`config.mk`:
```
export PLATFORM = sky130hd
export DESIGN_NAME = mvna_unit
export DESIGN_NICKNAME = d
export VERILOG_FILES = /design/src/rtl/core/mvna_pkg.sv /design/src/rtl/core/mvna_unit.sv
export SDC_FILE = /design/constraint.sdc
export NUM_CORES = 2
export LEC_CHECK = 0
export BUFFER_PORTS_ARGS = -buffer_cell sky130_fd_sc_hd__buf_2
export CAP_MARGIN = 10
export CORE_AREA = 2 2 312 391
export DETAILED_ROUTE_END_ITERATION = 7
export DIE_AREA = 0 0 314 393
export HOLD_SLACK_MARGIN = 0.03
export PLACE_DENSITY = 0.77
export SETUP_SLACK_MARGIN = 0.1
export SYNTH_ARGS = -nofsm -noshare
export SYNTH_HDL_FRONTEND = slang
export SYNTH_SLANG_ARGS = --single-unit
```
`constraint.sdc`:
```
create_clock -name clk -period 12.3 [get_ports clk]
set_clock_uncertainty 0.2 [all_clocks]
set_input_delay 0.615 -clock clk [delete_from_list [all_inputs] [get_ports clk]]
set_output_delay 0.615 -clock clk [all_outputs]
set_load 0.02 [all_outputs]
```
`src/rtl/core/mvna_pkg.sv`:
```
// Package for the mesh vertex normal accumulator.
// Holds request/response types, operation and status codes, state enums and Q-format helpers.
// No dependencies.
`timescale 1ns / 1ps

package mvna_pkg;

    // Operation codes
    localparam logic [1:0] OP_LOAD  = 2'd0;
    localparam logic [1:0] OP_FACE  = 2'd1;
    localparam logic [1:0] OP_READ  = 2'd2;
    localparam logic [1:0] OP_CLEAR = 2'd3;

    // Status codes
    localparam logic [1:0] STAT_OK        = 2'd0;
    localparam logic [1:0] STAT_ZERO_AREA = 2'd1;
    localparam logic [1:0] STAT_ZERO_LEN  = 2'd2;
    localparam logic [1:0] STAT_UNREF     = 2'd3;

    // Datapath widths
    localparam int VEC_W   = 63;   // signed vector component into the unit
    localparam int MAG_W   = 62;   // magnitude of a component
    localparam int Q_W     = 31;   // Q1.30 magnitude out of the unit
    localparam int COUNT_W = 16;
    localparam logic [COUNT_W-1:0] COUNT_MAX = 16'hFFFF;

    typedef struct packed {
        logic [1:0]         operation;
        logic [9:0]         vertex_index;
        logic signed [31:0] pos_x;
        logic signed [31:0] pos_y;
        logic signed [31:0] pos_z;
        logic [9:0]         corner_a;
        logic [9:0]         corner_b;
        logic [9:0]         corner_c;
    } req_t;

    typedef struct packed {
        logic signed [15:0] normal_x;
        logic signed [15:0] normal_y;
        logic signed [15:0] normal_z;
        logic [1:0]         status;
    } rsp_t;

    typedef struct packed {
        logic signed [31:0] pos_x;
        logic signed [31:0] pos_y;
        logic signed [31:0] pos_z;
    } vtx_t;

    typedef struct packed {
        logic signed [31:0]   sum_x;
        logic signed [31:0]   sum_y;
        logic signed [31:0]   sum_z;
        logic [COUNT_W-1:0]   count;
    } acc_t;

    typedef logic signed [VEC_W-1:0] vec_t;
    typedef logic [Q_W-1:0]          quo_t;

    // Unit handshake groups
    typedef struct packed {
        logic start;
    } unit_ctl_t;

    typedef struct packed {
        logic idle;
        logic done;
        logic nonzero;
    } unit_stat_t;

    typedef enum logic [3:0] {
        ST_INIT,
        ST_IDLE,
        ST_DECODE,
        ST_FETCH_A,
        ST_FETCH_B,
        ST_FETCH_C,
        ST_UNIT1,
        ST_UNIT2,
        ST_CROSS,
        ST_UNIT3,
        ST_ACC_RD,
        ST_ACC_WR,
        ST_RD_DATA,
        ST_UNIT4,
        ST_OUT
    } ctrl_state_t;

    typedef enum logic [2:0] {
        U_IDLE,
        U_MAX,
        U_NORM,
        U_SQ,
        U_SQRT,
        U_DINIT,
        U_DIV,
        U_DONE
    } unit_state_t;

    // Q1.30 magnitude and sign to Q1.15: round half away from zero, saturate positive side
    function automatic logic signed [15:0] to_q15(input quo_t q, input logic neg);
        logic [Q_W-1:0] r;
        logic [15:0]    r16;
        r   = (q + Q_W'(32'h4000)) >> 15;
        r16 = r[15:0];
        if (neg) begin
            return -r16;
        end
        if (r16 > 16'd32767) begin
            return 16'sd32767;
        end
        return r16;
    endfunction

    // Q1.30 magnitude and sign to signed 32-bit
    function automatic logic signed [31:0] to_q30(input quo_t q, input logic neg);
        logic [31:0] v;
        v = {1'b0, q};
        return neg ? -v : v;
    endfunction

endpackage

```
`src/rtl/core/mvna_unit.sv`:
```
// Vector normalizer: turns a signed 3-vector into a Q1.30 unit vector (magnitudes and signs).
// Shift normalization, serial sum of squares, bit-serial square root and division.
// Depends on mvna_pkg.
`timescale 1ns / 1ps

module mvna_unit (
    input  logic                    clk,
    input  logic                    rst_n,
    input  mvna_pkg::unit_ctl_t     ctl,
    input  mvna_pkg::vec_t          vec [3],
    output mvna_pkg::unit_stat_t    stat,
    output mvna_pkg::quo_t          quo [3],
    output logic                    neg [3]
);

    localparam int MW = mvna_pkg::MAG_W;
    localparam logic [MW-1:0] M_HI4 = MW'(64'd1 << 34);
    localparam logic [MW-1:0] M_HI1 = MW'(64'd1 << 30);
    localparam logic [MW-1:0] M_LO4 = MW'(64'd1 << 25);
    localparam logic [MW-1:0] M_LO1 = MW'(64'd1 << 29);

    mvna_pkg::unit_state_t state_reg, state_next;

    logic [MW-1:0]       mag_reg [3];
    logic                neg_reg [3];
    logic [MW-1:0]       m_reg;
    logic [4:0]          cnt_reg;
    logic [1:0]          comp_reg;
    logic [59:0]         sq_reg;
    logic [MW-1:0]       sum_reg;
    logic [31:0]         rem_reg;
    logic [30:0]         root_reg;
    logic [30:0]         drem_reg;
    logic [30:0]         nlow_reg;
    logic [30:0]         quo_reg;
    mvna_pkg::quo_t      q_reg [3];
    logic                nz_reg;

    logic [MW-1:0]       mag_in [3];
    logic [MW-1:0]       max_ab;
    logic [MW-1:0]       max3;
    logic [59:0]         sq_full;
    logic [33:0]         sq_r2;
    logic [33:0]         sq_t;
    logic                sq_take;
    logic [31:0]         dv_r2;
    logic                dv_take;
    logic [30:0]         quo_step;
    logic [60:0]         num;

    // Input magnitudes
    always_comb
    begin
        for (int i = 0; i < 3; i++)
        begin
            mag_in[i] = vec[i][mvna_pkg::VEC_W-1] ? MW'(-vec[i]) : MW'(vec[i]);
        end
    end

    // Step logic
    always_comb
    begin
        max_ab   = (mag_reg[0] > mag_reg[1]) ? mag_reg[0] : mag_reg[1];
        max3     = (mag_reg[2] > max_ab) ? mag_reg[2] : max_ab;
        sq_full  = mag_reg[cnt_reg[1:0]][29:0] * mag_reg[cnt_reg[1:0]][29:0];
        sq_r2    = {rem_reg, sum_reg[MW-1:MW-2]};
        sq_t     = {1'b0, root_reg, 2'b01};
        sq_take  = (sq_r2 >= sq_t);
        dv_r2    = {drem_reg, nlow_reg[30]};
        dv_take  = (dv_r2 >= {1'b0, root_reg});
        quo_step = {quo_reg[29:0], dv_take};
        num      = {1'b0, mag_reg[comp_reg][29:0], 30'd0} + 61'(root_reg >> 1);
    end

    always_ff @(posedge clk or negedge rst_n)
    begin
        if (!rst_n)
        begin
            state_reg <= mvna_pkg::U_IDLE;
        end
        else
        begin
            state_reg <= state_next;
        end
    end

    // Next state
    always_comb
    begin
        state_next = state_reg;
        unique case (state_reg)
            mvna_pkg::U_IDLE, mvna_pkg::U_DONE:
            begin
                state_next = ctl.start ? mvna_pkg::U_MAX : mvna_pkg::U_IDLE;
            end
            mvna_pkg::U_MAX:
            begin
                state_next = mvna_pkg::U_NORM;
            end
            mvna_pkg::U_NORM:
            begin
                if (m_reg == '0)
                begin
                    state_next = mvna_pkg::U_DONE;
                end
                else if (m_reg < M_HI1 && m_reg >= M_LO1)
                begin
                    state_next = mvna_pkg::U_SQ;
                end
            end
            mvna_pkg::U_SQ:
            begin
                if (cnt_reg == 5'd3)
                begin
                    state_next = mvna_pkg::U_SQRT;
                end
            end
            mvna_pkg::U_SQRT:
            begin
                if (cnt_reg == 5'd30)
                begin
                    state_next = mvna_pkg::U_DINIT;
                end
            end
            mvna_pkg::U_DINIT:
            begin
                state_next = mvna_pkg::U_DIV;
            end
            mvna_pkg::U_DIV:
            begin
                if (cnt_reg == 5'd30)
                begin
                    state_next = (comp_reg == 2'd2) ? mvna_pkg::U_DONE : mvna_pkg::U_DINIT;
                end
            end
        endcase
    end

    // Datapath
    always_ff @(posedge clk)
    begin
        unique case (state_reg)
            mvna_pkg::U_IDLE, mvna_pkg::U_DONE:
            begin
                if (ctl.start)
                begin
                    for (int i = 0; i < 3; i++)
                    begin
                        mag_reg[i] <= mag_in[i];
                        neg_reg[i] <= vec[i][mvna_pkg::VEC_W-1];
                    end
                end
            end
            mvna_pkg::U_MAX:
            begin
                m_reg <= max3;
            end
            mvna_pkg::U_NORM:
            begin
                if (m_reg == '0)
                begin
                    nz_reg <= 1'b0;
                    for (int i = 0; i < 3; i++)
                    begin
                        q_reg[i] <= '0;
                    end
                end
                else if (m_reg >= M_HI4)
                begin
                    m_reg <= m_reg >> 4;
                    for (int i = 0; i < 3; i++)
                    begin
                        mag_reg[i] <= mag_reg[i] >> 4;
                    end
                end
                else if (m_reg >= M_HI1)
                begin
                    m_reg <= m_reg >> 1;
                    for (int i = 0; i < 3; i++)
                    begin
                        mag_reg[i] <= mag_reg[i] >> 1;
                    end
                end
                else if (m_reg < M_LO4)
                begin
                    m_reg <= m_reg << 4;
                    for (int i = 0; i < 3; i++)
                    begin
                        mag_reg[i] <= mag_reg[i] << 4;
                    end
                end
                else if (m_reg < M_LO1)
                begin
                    m_reg <= m_reg << 1;
                    for (int i = 0; i < 3; i++)
                    begin
                        mag_reg[i] <= mag_reg[i] << 1;
                    end
                end
                else
                begin
                    nz_reg  <= 1'b1;
                    sum_reg <= '0;
                    cnt_reg <= '0;
                end
            end
            mvna_pkg::U_SQ:
            begin
                // square register feeds the adder in the next cycle
                if (cnt_reg < 5'd3)
                begin
                    sq_reg <= sq_full;
                end
                if (cnt_reg != 5'd0)
                begin
                    sum_reg <= sum_reg + MW'(sq_reg);
                end
                cnt_reg <= cnt_reg + 5'd1;
                if (cnt_reg == 5'd3)
                begin
                    cnt_reg  <= '0;
                    rem_reg  <= '0;
                    root_reg <= '0;
                end
            end
            mvna_pkg::U_SQRT:
            begin
                // one root bit per cycle
                rem_reg  <= sq_take ? 32'(sq_r2 - sq_t) : sq_r2[31:0];
                root_reg <= {root_reg[29:0], sq_take};
                sum_reg  <= sum_reg << 2;
                cnt_reg  <= cnt_reg + 5'd1;
                if (cnt_reg == 5'd30)
                begin
                    comp_reg <= '0;
                end
            end
            mvna_pkg::U_DINIT:
            begin
                // rounded numerator; high part is already below the divisor
                drem_reg <= {1'b0, num[60:31]};
                nlow_reg <= num[30:0];
                quo_reg  <= '0;
                cnt_reg  <= '0;
            end
            mvna_pkg::U_DIV:
            begin
                drem_reg <= dv_take ? 31'(dv_r2 - {1'b0, root_reg}) : dv_r2[30:0];
                nlow_reg <= nlow_reg << 1;
                quo_reg  <= quo_step;
                cnt_reg  <= cnt_reg + 5'd1;
                if (cnt_reg == 5'd30)
                begin
                    q_reg[comp_reg] <= quo_step;
                    comp_reg        <= comp_reg + 2'd1;
                end
            end
        endcase
    end

    assign stat.idle    = (state_reg == mvna_pkg::U_IDLE) || (state_reg == mvna_pkg::U_DONE);
    assign stat.done    = (state_reg == mvna_pkg::U_DONE);
    assign stat.nonzero = nz_reg;

    always_comb
    begin
        for (int i = 0; i < 3; i++)
        begin
            quo[i] = q_reg[i];
            neg[i] = neg_reg[i];
        end
    end

endmodule

```
==> run_results.csv <==
group,metric,value,unit
global_routing,antenna_found_initial,4,
global_routing,grt-ovfl-total,0,
global_routing,grt_max_degree,218,
floorplan,start_util,0.598,
placement,place_congestion,1.03,
clocking,max-clock-path-buffers,3,
setup_path,slowest_delay,690,ps
clocking,cts_resized,0,
routing,drt_iter0_drc,6271,
setup_path,startpoint_type,"flop",
synth,syn_area,71500,sq um
placement,hpwl,172000,um
setup_path,critPathRequiredTime,12530,ps
timing,grt_setup_unrepaired,"no",
floorplan,dieWidth,314,um
timing,hold_viol,0,
setup_path,crit_fanout,46,
status,outcome,"complete, but fails checks",
setup_path,end_kind,"flop",
layout,final_common_cell,"inv_1",
setup_path,cpMostUsedCell,"fa_1",
synth,syn_nets,9313,
layout,final_core_utilization,0.643,
clocking,clock-sinks,635,
timing,slew_headroom,0.159,
timing,slew_viol_final,0,
layout,fillers,9912,
status,violations,"DRC",
timing,period_minus_slack,10920,ps
synth,synth_cell_types,89,
synth,yosysWarnings,0,
layout,syn_to_final_growth,7.64,%
hold_path,hp-class,"in2reg",
setup_path,arrival,11150,ps
routing,wire_per_inst,23.5,um
synth,synth_edf_count,628,
floorplan,fp.coreArea,120000,sq um
timing,tightest_slew,1260,ps
setup_path,crit_slowest_cell,"clkinv_1",
timing,finalSetupTns,0,ps
synth,async_flop_share,0.00472,
setup_path,crit_family,"adder cells",
timing,final.period_utilization,0.888,
floorplan,die_area,123000,sq um
clocking,htreeDepth,3,
layout,drive_gt1_frac,0.0752,
routing,route.detailed.drc,2,
clocking,cts-buffers-inserted,72,
routing,final_antenna_net_count,0,
global_routing,grt_pass1_wl,346000,um
placement,port_buffers,290,
timing,finalSetupViolations,0,
clocking,path_clk_slew,70,ps
layout,final_nets,9399,
setup_path,critical_path_class,"reg2reg",
floorplan,row_count,142,
clocking,postCtsHoldBufs,2,
clocking,clk_latency,700,ps
routing,via_per_inst,6.28,
routing,routed_wl,227000,um
floorplan,num_io_pins,291,
clocking,cts_root_buffer,"clkbuf_16",
setup_path,crit_buf_inv,8,
clocking,post_cts_buffers,0,
floorplan,die_h,393,um
global_routing,grt_pass1_vias,61300,
global_routing,grtUsageTotal,0.367,
clocking,cts_tree,"yes",
synth,yosysSeqAreaShare,0.266,
routing,drtPass1Iterations,8,
run,max_cap_violations,0,
synth,synth-main-ff-cell,"edfxtp_1",
synth,synth_area_per_cell,9.04,sq um
synth,syn_inst,7905,
synth,synth_seq_cells,635,
timing,timing.fmax,0.0916,GHz
routing,vias,60500,
layout,largest_reg_flops,186,
layout,final_cell_mix,"inv_1, nand2_1, nor2_1, fa_1, edfxtp_1",
[through the flow]
| step | cells | cell area, sq um | hold WS [ps] | setup WS (ps) |
|---|---|---|---|---|
| floorplan | 7905 | 71500 | 119 | 2480 |
| finish | 9634 | 76900 | 117 | 1380 |
| detailed placement | 9499 | 74500 | 214 | 1560 |
| global route | 9633 | 76900 | 140 | 721 |
| global placement | 9499 | 74500 | 211 | 1750 |
| CTS | 9631 | 76900 | 75.4 | 1520 |
[Yosys cell counts (all sizes together) (27+ instances only)]
master / instances / area share
o22ai: 55 / 0.0048
o31ai: 95 / 0.010
a21o: 172 / 0.018
nand2: 750 / 0.039
nand3: 80 / 0.0056
a22o: 31 / 0.0038
o41ai: 29 / 0.0039
ha: 509 / 0.089
o21ai: 429 / 0.030
and3: 58 / 0.0051
nor3: 43 / 0.0030
a21oi: 593 / 0.042
edfxtp: 628 / 0.26
xnor2: 138 / 0.017
or4: 39 / 0.0041
a211oi: 171 / 0.018
nand4: 74 / 0.0065
nor2b: 33 / 0.0029
o211ai: 83 / 0.0087
o21bai: 62 / 0.0065
xor2: 224 / 0.027
nor4: 35 / 0.0032
buf: 51 / 0.0030
nor2: 710 / 0.037
fa: 707 / 0.20
a311oi: 27 / 0.0033
or3: 31 / 0.0027
clkbuf: 363 / 0.019
o21a: 72 / 0.0076
nand2b: 36 / 0.0032
and2: 110 / 0.0096
a31oi: 28 / 0.0025
inv: 1117 / 0.059
mux2i: 159 / 0.022
[final timing paths]
check	start	endpoint	slack [ps]	cells past startpoint
worst max-delay path	flop	sq_reg[56]	1380	30
worst min register to register	nlow_reg[15]	nlow_reg[16]	330	2
worst min-delay path	ctl	state_reg[0]	120	4
min in group asynchronous	rst_n	state_reg[0]	630	3
worst max register to register	flop	sq_reg[56]	1380	30
max in group asynchronous	rst_n	state_reg[2]	11120	3
[final cells by class]
| class | instances | area [sq um] | share of cell area |
|---|---|---|---|
| well taps | 1584 | 1980 | 0.0258 |
| repair buffers | 426 | 2500 | 0.0325 |
| multi-input cells | 5731 | 46800 | 0.609 |
| diodes | 3 | 7.51 | 0.0000976 |
| clock buffers | 80 | 1830 | 0.0238 |
| inverters | 1125 | 4220 | 0.0549 |
| flip-flops and latches | 635 | 19000 | 0.247 |
| clock inverters | 50 | 532 | 0.00691 |
[tightest hold or removal path, stage by stage]
cell and delay, ps:
buf_2 120, o21ai_0 80, nand2_1 70, a22o_1 110
[cells by family (layout without fill, tap and decap cells)]
family,after synthesis,count (layout),share of synthesized area
buffers and inverters,1539,1681,0.0812
adders and majority gates,1216,1216,0.287
muxes,160,160,0.0224
DFF,635,635,0.266
xor gates and xnor gates,362,362,0.0444
and+or+nand+nor,2045,2045,0.128
AOI/OAI and AO/OA,1948,1948,0.171
other,0,3,0
[metal layers]
layer / vias up / GRT usage / routed length, um
li1: 27200 / - / -
met1: 29200 / 0.416 / 76600
met2: 3220 / 0.605 / 108000
met3: 959 / 0.0783 / 21300
met4: 4 / 0.283 / 20800
met5: - / 0 / 24
Power is left out: the tool's default activity adds up to more than one toggle a clock period on the data nets, which glitch-free logic cannot reach.
